==> src/hw/rtl/slc_pkg.sv <==
package slc_pkg;

   localparam int CH_WIDTH    = 8;
   localparam int CLASS_WIDTH = 3;
   localparam int CSR_INDEX_WIDTH = 2;
   localparam int WINDOW_DEPTH = 3;

   // Line classes
   localparam logic [CLASS_WIDTH-1:0] CLASS_BLANK            = 3'd0;
   localparam logic [CLASS_WIDTH-1:0] CLASS_BLANK_IN_COMMENT = 3'd1;
   localparam logic [CLASS_WIDTH-1:0] CLASS_CODE             = 3'd2;
   localparam logic [CLASS_WIDTH-1:0] CLASS_COMMENT          = 3'd3;
   localparam logic [CLASS_WIDTH-1:0] CLASS_CODE_COMMENT     = 3'd4;

   // Register indexes
   localparam logic [CSR_INDEX_WIDTH-1:0] CSR_PROCESS_COMMENTS = 2'd0;
   localparam logic [CSR_INDEX_WIDTH-1:0] CSR_PROCESS_BLANKS   = 2'd1;

   // Characters that steer the scan
   localparam logic [CH_WIDTH-1:0] CH_QUOTE     = 8'h27;
   localparam logic [CH_WIDTH-1:0] CH_BACKSLASH = 8'h5C;
   localparam logic [CH_WIDTH-1:0] CH_DQUOTE    = 8'h22;
   localparam logic [CH_WIDTH-1:0] CH_SLASH     = 8'h2F;
   localparam logic [CH_WIDTH-1:0] CH_STAR      = 8'h2A;
   localparam logic [CH_WIDTH-1:0] CH_SPACE     = 8'h20;
   localparam logic [CH_WIDTH-1:0] CH_TAB       = 8'h09;
   localparam logic [CH_WIDTH-1:0] CH_CR        = 8'h0D;

   typedef logic [WINDOW_DEPTH-1:0][CH_WIDTH-1:0] window_type;
   typedef logic [WINDOW_DEPTH:0][CH_WIDTH-1:0]   scan_buf_type;

   typedef struct packed {
      logic in_block;
      logic in_quote;
      logic has_code;
      logic has_comment;
      logic rest_ignored;
   } scan_type;

   typedef struct packed {
      scan_type   st;
      logic [2:0] used;
   } head_result_type;

   function automatic logic is_blank_char(input logic [CH_WIDTH-1:0] c);
      return (c == CH_SPACE) || ((c >= CH_TAB) && (c <= CH_CR));
   endfunction

   // Decide the head character of chars; n counts valid entries (1..4).
   function automatic head_result_type slc_head(input scan_type st,
                                                input scan_buf_type chars,
                                                input logic [2:0] n,
                                                input logic ends,
                                                input logic pc);
      head_result_type res;
      logic [CH_WIDTH-1:0] c;
      logic [CH_WIDTH-1:0] nx;
      logic free_text;
      logic bslash;
      logic closing;
      res.st   = st;
      res.used = 3'd1;
      c         = chars[0];
      nx        = (n > 3'd1) ? chars[1] : '0;
      free_text = !st.in_block && !st.in_quote;
      bslash    = (chars[1] == CH_BACKSLASH);
      closing   = bslash ? (chars[3] == CH_QUOTE) : (chars[2] == CH_QUOTE);
      if (c == CH_SLASH && nx == CH_SLASH && free_text && pc) begin
         res.st.has_comment  = 1'b1;
         res.st.rest_ignored = 1'b1;
         res.used            = n;
      end else if (free_text && c == CH_QUOTE) begin
         res.st.has_code = 1'b1;
         // literal runs into the line end: drop the rest of the line
         if (ends && (bslash || n <= 3'd3)) begin
            res.st.rest_ignored = 1'b1;
            res.used            = n;
         end else if (closing) begin
            res.used = bslash ? 3'd4 : 3'd3;
         end else begin
            res.used = 3'd1;
         end
      end else if (c == CH_SLASH && nx == CH_STAR && free_text && pc) begin
         res.st.in_block    = 1'b1;
         res.st.has_comment = 1'b1;
         res.used           = 3'd2;
      end else if (c == CH_STAR && nx == CH_SLASH && st.in_block && !st.in_quote && pc) begin
         res.st.in_block = 1'b0;
         res.used        = 3'd2;
      end else if (c == CH_BACKSLASH && !st.in_block) begin
         res.st.has_code = 1'b1;
         res.used        = 3'd2;
      end else if (c == CH_DQUOTE && !st.in_block) begin
         res.st.in_quote = !st.in_quote;
         res.st.has_code = 1'b1;
      end else if (!st.in_block && !is_blank_char(c)) begin
         res.st.has_code = 1'b1;
      end
      return res;
   endfunction

endpackage

==> src/hw/rtl/slc_ifs.sv <==
interface slc_req_if;
   logic                          valid;
   logic                          ready;
   logic                          kind;
   logic [slc_pkg::CH_WIDTH-1:0]  ch;
   logic                          last;
   modport source (output valid, kind, ch, last, input ready);
   modport sink (input valid, kind, ch, last, output ready);
endinterface

interface slc_rsp_if;
   logic                             valid;
   logic                             ready;
   logic [slc_pkg::CLASS_WIDTH-1:0]  line_class;
   logic                             still_in_comment;
   modport source (output valid, line_class, still_in_comment, input ready);
   modport sink (input valid, line_class, still_in_comment, output ready);
endinterface

interface slc_csr_if;
   logic                                 valid;
   logic                                 ready;
   logic [slc_pkg::CSR_INDEX_WIDTH-1:0]  index;
   logic                                 data;
   modport source (output valid, index, data, input ready);
   modport sink (input valid, index, data, output ready);
endinterface

==> src/hw/rtl/slc_scan.sv <==
module slc_scan (
   input  slc_pkg::scan_type            st_cur,
   input  slc_pkg::window_type          window_cur,
   input  logic [1:0]                   fill_cur,
   input  logic [slc_pkg::CH_WIDTH-1:0] ch,
   input  logic                         ends,
   input  logic                         pc,
   output slc_pkg::scan_type            st_nxt,
   output slc_pkg::window_type          window_nxt,
   output logic [1:0]                   fill_nxt
);
   import slc_pkg::*;

   always_comb begin : scan_pass
      scan_type        st;
      scan_buf_type    buf_q;
      logic [2:0]      n;
      head_result_type res;
      st    = st_cur;
      buf_q = {{CH_WIDTH{1'b0}}, window_cur};
      buf_q[fill_cur] = ch;
      n     = {1'b0, fill_cur} + 3'd1;
      res   = '0;
      if (st_cur.rest_ignored) begin
         n = 3'd0;
      end else begin
         // each pass consumes at least one character, so four passes empty a full buffer at a line end
         for (int i = 0; i < WINDOW_DEPTH + 1; i++) begin
            if (n != 3'd0 && !st.rest_ignored && (n == 3'd4 || ends)) begin
               res = slc_head(st, buf_q, n, ends, pc);
               st  = res.st;
               if (res.used >= n) begin
                  n = 3'd0;
               end else begin
                  case (res.used)
                     3'd1: buf_q = {{CH_WIDTH{1'b0}}, buf_q[3:1]};
                     3'd2: buf_q = {{2*CH_WIDTH{1'b0}}, buf_q[3:2]};
                     3'd3: buf_q = {{3*CH_WIDTH{1'b0}}, buf_q[3]};
                     default: buf_q = buf_q;
                  endcase
                  n = n - res.used;
               end
            end
         end
         if (st.rest_ignored) begin
            n = 3'd0;
         end
      end
      st_nxt     = st;
      window_nxt = buf_q[2:0];
      // at most three characters remain pending after the pass
      fill_nxt   = n[1:0];
   end

endmodule

==> src/hw/rtl/source_line_classifier.sv <==
// Channel | Dir | Payload                         | Transfer
// --------+-----+---------------------------------+---------------------------
// req     | in  | kind, ch[7:0], last             | valid && ready
// rsp     | out | line_class[2:0], still_in_comment | valid && ready
// csr     | in  | index[1:0], data                | valid && ready (always ready)
//
// One character enters per cycle unless a stalled rsp holds back a line end. A
// request passes the input register and one combinational scan pass; its line
// result (at a line end or an empty-line marker) lands in the output register.
// Reset is synchronous and active high; both settings come back as 1.
// A stalled rsp holds only requests that end a line; mid-line characters keep
// flowing while a result waits.
module source_line_classifier (
   input  logic      clock,
   input  logic      reset,
   slc_req_if.sink   req_chan,
   slc_rsp_if.source rsp_chan,
   slc_csr_if.sink   csr_chan
);
   import slc_pkg::*;

   // input register
   logic                s1_valid_ff, s1_valid_in;
   logic                s1_kind_ff, s1_kind_in;
   logic [CH_WIDTH-1:0] s1_ch_ff, s1_ch_in;
   logic                s1_last_ff, s1_last_in;

   // line scanner state
   scan_type   st_ff, st_in;
   window_type window_ff, window_in;
   logic [1:0] fill_ff, fill_in;

   // settings
   logic pc_ff, pc_in;
   logic pb_ff, pb_in;

   // output register
   logic                   rsp_valid_ff, rsp_valid_in;
   logic [CLASS_WIDTH-1:0] rsp_class_ff, rsp_class_in;
   logic                   rsp_still_ff, rsp_still_in;

   scan_type   scan_st;
   window_type scan_window;
   logic [1:0] scan_fill;

   logic s1_has_result;
   logic out_free;
   logic s1_fire;
   logic req_take;

   slc_scan u_scan (
      .st_cur     (st_ff),
      .window_cur (window_ff),
      .fill_cur   (fill_ff),
      .ch         (s1_ch_ff),
      .ends       (s1_last_ff),
      .pc         (pc_ff),
      .st_nxt     (scan_st),
      .window_nxt (scan_window),
      .fill_nxt   (scan_fill)
   );

   // A request ends a line when it is a marker or carries last.
   assign s1_has_result = s1_kind_ff || s1_last_ff;
   assign out_free      = !rsp_valid_ff || rsp_chan.ready;
   // Advance the held request unless its result has nowhere to go.
   assign s1_fire       = s1_valid_ff && (!s1_has_result || out_free);
   assign req_chan.ready = !s1_valid_ff || s1_fire;
   assign req_take      = req_chan.valid && req_chan.ready;

   assign csr_chan.ready = 1'b1;

   assign rsp_chan.valid            = rsp_valid_ff;
   assign rsp_chan.line_class       = rsp_class_ff;
   assign rsp_chan.still_in_comment = rsp_still_ff;

   always_comb begin
      s1_valid_in = s1_valid_ff;
      s1_kind_in  = s1_kind_ff;
      s1_ch_in    = s1_ch_ff;
      s1_last_in  = s1_last_ff;
      if (req_take) begin
         s1_valid_in = 1'b1;
         s1_kind_in  = req_chan.kind;
         s1_ch_in    = req_chan.ch;
         s1_last_in  = req_chan.last;
      end else if (s1_fire) begin
         s1_valid_in = 1'b0;
      end
   end

   always_comb begin
      pc_in = pc_ff;
      pb_in = pb_ff;
      if (csr_chan.valid) begin
         case (csr_chan.index)
            CSR_PROCESS_COMMENTS: pc_in = csr_chan.data;
            CSR_PROCESS_BLANKS:   pb_in = csr_chan.data;
            default: ;
         endcase
      end
   end

   // Scanner state and result.
   always_comb begin
      st_in        = st_ff;
      window_in    = window_ff;
      fill_in      = fill_ff;
      rsp_valid_in = rsp_valid_ff && !rsp_chan.ready;
      rsp_class_in = rsp_class_ff;
      rsp_still_in = rsp_still_ff;
      if (s1_fire) begin
         if (s1_kind_ff) begin
            // empty line: drop any partial line, report the block state
            rsp_valid_in = 1'b1;
            rsp_class_in = st_ff.in_block ? CLASS_BLANK_IN_COMMENT : CLASS_BLANK;
            rsp_still_in = st_ff.in_block;
         end else if (s1_last_ff) begin
            rsp_valid_in = 1'b1;
            rsp_still_in = scan_st.in_block;
            if (scan_st.has_code && scan_st.has_comment) begin
               rsp_class_in = CLASS_CODE_COMMENT;
            end else if (scan_st.has_comment) begin
               rsp_class_in = CLASS_COMMENT;
            end else if (scan_st.has_code) begin
               rsp_class_in = CLASS_CODE;
            end else begin
               rsp_class_in = pb_ff ? CLASS_BLANK : CLASS_CODE;
            end
         end else begin
            st_in     = scan_st;
            window_in = scan_window;
            fill_in   = scan_fill;
         end
         if (s1_has_result) begin
            // start the next line; an open block comment marks it as comment
            st_in.in_block     = s1_kind_ff ? st_ff.in_block : scan_st.in_block;
            st_in.in_quote     = 1'b0;
            st_in.has_code     = 1'b0;
            st_in.has_comment  = st_in.in_block;
            st_in.rest_ignored = 1'b0;
            fill_in            = 2'd0;
         end
      end
   end

   always_ff @(posedge clock) begin
      if (reset) begin
         s1_valid_ff  <= 1'b0;
         st_ff        <= '0;
         fill_ff      <= 2'd0;
         pc_ff        <= 1'b1;
         pb_ff        <= 1'b1;
         rsp_valid_ff <= 1'b0;
      end else begin
         s1_valid_ff  <= s1_valid_in;
         st_ff        <= st_in;
         fill_ff      <= fill_in;
         pc_ff        <= pc_in;
         pb_ff        <= pb_in;
         rsp_valid_ff <= rsp_valid_in;
      end
   end

   // payload: no reset
   always_ff @(posedge clock) begin
      s1_kind_ff   <= s1_kind_in;
      s1_ch_ff     <= s1_ch_in;
      s1_last_ff   <= s1_last_in;
      window_ff    <= window_in;
      rsp_class_ff <= rsp_class_in;
      rsp_still_ff <= rsp_still_in;
   end

endmodule
==> src/flat_wrapper.sv <==
// flat-port wrapper written by rule: the top's interface ports become plain ports
module source_line_classifier_flat import slc_pkg::*;
  (clock, reset, req_chan_valid, req_chan_kind, req_chan_ch, req_chan_last, req_chan_ready, rsp_chan_valid, rsp_chan_line_class, rsp_chan_still_in_comment, rsp_chan_ready, csr_chan_valid, csr_chan_index, csr_chan_data, csr_chan_ready);
  slc_req_if req_chan_i ();
  slc_rsp_if rsp_chan_i ();
  slc_csr_if csr_chan_i ();
  input  logic clock;
  input  logic reset;
  input wire logic [$bits(req_chan_i.valid)-1:0] req_chan_valid;
  input wire logic [$bits(req_chan_i.kind)-1:0] req_chan_kind;
  input wire logic [$bits(req_chan_i.ch)-1:0] req_chan_ch;
  input wire logic [$bits(req_chan_i.last)-1:0] req_chan_last;
  output wire logic [$bits(req_chan_i.ready)-1:0] req_chan_ready;
  output wire logic [$bits(rsp_chan_i.valid)-1:0] rsp_chan_valid;
  output wire logic [$bits(rsp_chan_i.line_class)-1:0] rsp_chan_line_class;
  output wire logic [$bits(rsp_chan_i.still_in_comment)-1:0] rsp_chan_still_in_comment;
  input wire logic [$bits(rsp_chan_i.ready)-1:0] rsp_chan_ready;
  input wire logic [$bits(csr_chan_i.valid)-1:0] csr_chan_valid;
  input wire logic [$bits(csr_chan_i.index)-1:0] csr_chan_index;
  input wire logic [$bits(csr_chan_i.data)-1:0] csr_chan_data;
  output wire logic [$bits(csr_chan_i.ready)-1:0] csr_chan_ready;
  assign req_chan_i.valid = req_chan_valid;
  assign req_chan_i.kind = req_chan_kind;
  assign req_chan_i.ch = req_chan_ch;
  assign req_chan_i.last = req_chan_last;
  assign req_chan_ready = req_chan_i.ready;
  assign rsp_chan_valid = rsp_chan_i.valid;
  assign rsp_chan_line_class = rsp_chan_i.line_class;
  assign rsp_chan_still_in_comment = rsp_chan_i.still_in_comment;
  assign rsp_chan_i.ready = rsp_chan_ready;
  assign csr_chan_i.valid = csr_chan_valid;
  assign csr_chan_i.index = csr_chan_index;
  assign csr_chan_i.data = csr_chan_data;
  assign csr_chan_ready = csr_chan_i.ready;
  source_line_classifier u_core (.clock(clock), .reset(reset), .req_chan(req_chan_i), .rsp_chan(rsp_chan_i), .csr_chan(csr_chan_i));
endmodule
==> config.mk <==
export PLATFORM = sky130hd
export DESIGN_NAME = source_line_classifier_flat
export DESIGN_NICKNAME = d
export VERILOG_FILES = /design/src/hw/rtl/slc_pkg.sv /design/src/hw/rtl/slc_ifs.sv /design/src/hw/rtl/slc_scan.sv /design/src/hw/rtl/source_line_classifier.sv /design/src/flat_wrapper.sv
export SDC_FILE = /design/constraint.sdc
export NUM_CORES = 1
export LEC_CHECK = 0
export ABC_CLOCK_PERIOD_IN_PS = 15000
export BUFFER_PORTS_ARGS = -buffer_cell sky130_fd_sc_hd__buf_2
export CORE_MARGIN = 2
export CORE_UTILIZATION = 50
export CTS_CLUSTER_DIAMETER = 100
export DETAILED_ROUTE_END_ITERATION = 7
export PLACE_DENSITY = 0.66
export SYNTH_ARGS = -nofsm -noshare
export SYNTH_HDL_FRONTEND = slang
export SYNTH_HIERARCHICAL = 1
export SYNTH_SLANG_ARGS = --single-unit
==> constraint.sdc <==
create_clock -name clock -period 15 [get_ports clock]
set_input_delay 1.5 -clock clock [delete_from_list [all_inputs] [get_ports clock]]
set_output_delay 1.5 -clock clock [all_outputs]
set_load 0.05 [all_outputs]
Yosys cells after proc, flatten, opt, wreduce, memory -nomap -nowiden

Index checks and enable logic that the tools add are counted.

Equal/unequal tests: 64
Reductions and logical operators: 130
Bitwise operators: 2
$add $sub $neg: 5
Multiplexer cells: 174
Order comparisons: 22

Operator list:

| operator                                                       | number |
|---|---|
| == test 8 x 6 -> 1 bit, second input constant                  | 36 |
| 2-to-1 mux 32 bit                                              | 9 |
| one-hot mux 32 bit (3 select lines)                            | 3 |
| 2-to-1 mux 5 bit                                               | 24 |
| 2-to-1 mux 3 bit                                               | 34 |
| logical AND 1 bit                                              | 81 |
| 2-to-1 mux 24 bit                                              | 3 |
| one-hot mux 24 bit (3 select lines)                            | 1 |
| == test 8 x 7 -> 1 bit, second input constant                  | 8 |
| 2-to-1 mux 2 bit                                               | 32 |
| 2-to-1 mux 1 bit                                               | 61 |
| 2-to-1 mux 8 bit                                               | 5 |
| bitwise mux 32 bit                                             | 1 |
| >= comparator 8 x 4 -> 1 bit, second input constant            | 4 |
| less-or-equal comparator 8 x 4 -> 1 bit, second input constant | 4 |
| == test 3 x 2 -> 1 bit, second input constant                  | 8 |
| zero test 1 bit                                                | 20 |
| demux 8 bit (select 2 bit)                                     | 1 |
| logical OR 1 bit                                               | 16 |
| == test 3 x 1 -> 1 bit, second input constant                  | 4 |
| == test 3 bit, second input constant                           | 4 |
| >= comparator 3 bit                                            | 4 |
| greater-than comparator 3 x 1 -> 1 bit, second input constant  | 4 |
| less-or-equal comparator 3 x 2 -> 1 bit, second input constant | 4 |
| 14 further kinds                                               | 26 |

Word-level logic and storage cells: 415
Bits of input ports: 18
Register bits: 49
Output and inout bits: 7

Logic depth before layout (Yosys ltp)

Word-level depth: 76
Mapped depth: 62
Mapped depth without buffers: 50

Hierarchy

Netlist, hierarchy kept.

Modules (own cells, without submodules):

| module                 | cells each | area an instance (µm²) | seq. area each (µm²) | times used |
|---|---|---|---|---|
| slc_scan               | 1,088      | 7,378.3                | 0.0                  | 1 |
| source_line_classifier | 97         | 1,700.4                | 1,361.3              | 1 |

Least setup slack after synthesis

Ideal clock, no wire load.

Kind: reg-to-reg
Start point: reg u_core.fill_ff[0]
End point: reg u_core/window_ff[1] (netlist name), data pin
Arrival time: 12,363 ps
Data required time: 14,730 ps
Period minus slack after synthesis: 12,633 ps
Setup slack: 2,367 ps
Stages on the path, launching flop included: 56
Library setup time: 270 ps
Cell sequence: dfxtp_1 inv_1 ha_1 buf_6 nand2b_1 or4_4 a21oi_2 buf_4 nor4b_2 or3_1 inv_1 ha_1 nor2b_1 o21ai_0 a21oi_1 nand2_1 or4_4 buf_6 [20 not listed] buf_4 ha_1 nand2_1 or4b_2 o221a_2 nor2_1 buf_2 a31oi_1 nor4b_2 a31oi_2 o21ai_4 ha_1 nand2_1 nor2_1 a2111oi_4 o31ai_2 o21ai_4 o22ai_2

RTL lines:

| item                   | line                          | RTL |
|---|---|---|
| start, declared        | source_line_classifier.sv:31  | `logic [1:0] fill_ff, fill_in;` |
| start signal, assigned | source_line_classifier.sv:158 | `fill_ff <= fill_in;` |
| end signal, assigned   | source_line_classifier.sv:170 | `window_ff <= window_in;` |
| end, declared          | source_line_classifier.sv:30  | `window_type window_ff, window_in;` |

==> results.toml <==
[synth]
syn_area_per_cell_um2 = 7.661
async_flop_share_pct = 0
synthDistinctLibCells = 131
ys_seq_area_share_pct = 14.99
synth_edf_count = 38
syn-cell-area_um2 = 9079
synth-seq-cells = 49
ys.flop_type = "edfxtp_1"
yosys_warnings = 6
syn_nets = 1221
synth_cells = 1185

[placement]
place_ws_ns = 0.2893
dp_cells = 1399
place_hpwl_um = 33240
place.gp.congestion = 1.134
io_buffer_count = 23

[power_and_ir_drop]
peakVddDrop_uv = 42.14
power_density_nw_per_um2 = 40.21
power_frac_seq_pct = 40.7
p_leak_nw = 3.242
p_sw_share_pct = 33.49
p_clk_share_pct = 31.5
switchingPower_w = 0.0001298
comb_power_share_pct = 27.8
p_int_w = 0.0002578

[floorplanning]
die_w_um = 138.8
chipHeight_um = 138.8
coreArea_um2 = 17900
fp.dieArea_um2 = 19250
io_pins = 25
start_util_pct = 50.71
row_count = 49

[detailed_routing]
via_per_inst = 7.514
drt-total-wl_um = 41990
via_count = 10600
drc_errors = 0
drt_iter0_drc = 1639
firstDrtPassIters = 7
wire_per_inst_um = 29.78
ant_nets = 0

[sta]
drv_slew = 0
finalCritPeriodShare_pct = 94.67
setup_viol = 0
fin_setup_tns_ns = 0
min_period_ns = 14.20
layout_setup_ws_ns = 0.7999
fmax_ghz = 0.07042
rsz0062_at_grt = "no"
worst_pin_slew_ns = 1.111
maxSlewHeadroom_pct = 23.81
hold_viol = 0
skew_ns = 0.008480

[grt]
grt_pass1_vias = 9941
grt_pass1_wl_um = 62090
overflow = 0
antenna_found_initial = 0
grt_usage_pct = 41.92
grt_start_max_net_pins = 44

[run_status]
outcome = "complete, no violations"

[cts]
cts_tree = "done"
cts.path.max_buffers = 2
clock_latency_ns = 0.29
cts_inserted_buffers = 5
clk_pin_slew_ns = 0.07
cts-root-buf = "clkbuf_16"
cts.sinks = 49
ctsHtreeMaxLevel = 2

[critical_path]
worstPathMaxFanout = 43
endpoint_kind = "register"
slowest_stage = "or4b_2"
critPathMaxStageDelay_ns = 0.68
crit_path_frequent_cell = "ha_1"
path_class = "reg -> reg"
crit_required_ns = 15.03
cp.arrival_ns = 14.23
startpoint_type = "register"

[flow_run]
cap_violations = 0

[cells_and_area]
syn_to_final_growth_pct = 6.174
nNetsFinal = 1215
postLayoutCoreUtil_pct = 53.84
layout-drive-gt1-share_pct = 18.05
fin_cells = 1410

[hold_path]
hp-class = "reg -> reg"
cell type report:
type                            count  area, um^2
Antenna cell                        1       2.502
Clock buffer                        6       150.1
Clock inverter                      2       17.52
Fill cell                        1787        8263
Inverter                           25       93.84
Multi-Input combinational cell   1039        7330
Sequential cell                    49        1361
Tap cell                          229       286.5
Timing Repair Buffer               59       397.9
Yosys cell counts, types with 24 or more instances:
library cell / instances / share of area [%]
nor2_1: 120 / 5.0
nand2_1: 125 / 5.2
edfxtp_1: 38 / 13
nand3_1: 53 / 2.9
o22ai_1: 29 / 2.0
a21oi_1: 55 / 3.0
a31oi_1: 24 / 1.7
o21ai_0: 77 / 4.2
mux2_2: 28 / 3.5
clkbuf_1: 30 / 1.2
nor3_1: 35 / 1.9
mux2i_1: 28 / 3.1
per-stage QoR:
stage	hold slack (ns)	area, um^2	power (W)
2_1_floorplan	0.4351	9079	0.0002276
3_3_place_gp	0.4486	9340	0.0002609
3_5_place_dp	0.4507	9340	0.0002618
4_1_cts	0.4710	9508	0.0003837
5_1_grt	0.5113	9637	0.0004031
6_report	0.4683	9639	0.0003876
worst max-delay path, delay by kind of cell (launching register included):
family          cells  cell delay, ns
simple gates       17            4.32
mux                 2            0.81
fa+ha+maj           5            1.58
flops               1            0.37
buf+inv             7            1.22
compound gates     21            5.57
per-layer routing:
layer	global-route usage, %	part of all wire (%)	vias up
met5	0	0	-
met4	19.88	5.5	0
met3	14.74	14	160
met2	62.06	42	705
met1	54.65	39	5049
li1	-	-	4681
power by group through the flow:
stage               sequential (W)  combinational [W]  clock (W)
floorplan                 0.000158          0.0000696          0
global placement          0.000160           0.000101          0
finish                    0.000158           0.000108   0.000122
global route              0.000158           0.000113   0.000131
CTS                       0.000157           0.000102   0.000125
detailed placement        0.000160           0.000101          0
flip-flops by register name, indices dropped and copies added (netlist names):
name and flops:
u_core/s1_last_ff 1, u_core/rsp_chan.valid 1, u_core/rsp_chan.line_class 3, u_core/pb_ff 1, u_core/rsp_chan.still_in_comment 1, u_core/fill_ff 2, u_core/pc_ff 1, u_core/s1_kind_ff 1
u_core/s1_valid_ff 1, u_core/st_ff 5, u_core/s1_ch_ff 8, u_core/window_ff 24
logic make-up (layout without fill, tap and decap cells):
kind of cell,count (synthesis),in the layout,share of synthesized area [%]
AO/OA/AOI/OAI,443,443,37.85
flip-flops,49,49,14.99
other,1,2,0.04131
AND/OR/NAND/NOR,512,512,31.19
buffers and inverters,97,92,5.568
XOR/XNOR,6,6,0.5789
multiplexers,59,59,7.056
adder cells (fa/ha/maj),18,18,2.729
path summary, 6_finish.rpt:
kind	slack, ns	cells past startpoint	end	start
max	0.80	52	u_core/window_ff[4]$_DFFE_PP_	u_core/fill_ff[0]$_SDFFE_PP0P_
min	0.47	2	u_core/pb_ff$_SDFFE_PP1P_	u_core/pb_ff$_SDFFE_PP1P_
max reg2reg	0.80	52	u_core/window_ff[4]$_DFFE_PP_	u_core/fill_ff[0]$_SDFFE_PP0P_
min reg2reg	0.47	2	u_core/pb_ff$_SDFFE_PP1P_	u_core/pb_ff$_SDFFE_PP1P_
timing repair:
| item | in CTS | in global routing |
|---|---|---|
| endpoints found under the setup margin | 0 | 16 |
| hold buffers | 0 | 0 |
| setup buffers | 0 | 2 |
| gates resized for setup | 0 | 18 |
placed cells by master, fill, tap and decap left out, types with 19 or more instances in the layout:
cell / count
nand2_1: 124
nor2_1: 119
o21ai_0: 77
a21oi_1: 55
nand3_1: 53
edfxtp_1: 38
buf_4: 35
nor3_1: 35
mux2i_1: 28
mux2_2: 28
o22ai_1: 28
buf_2: 23
a31oi_1: 23
inv_1: 20
nand4_1: 20
a211oi_1: 19
No activity file was read; power rests on OpenSTA's default activity.
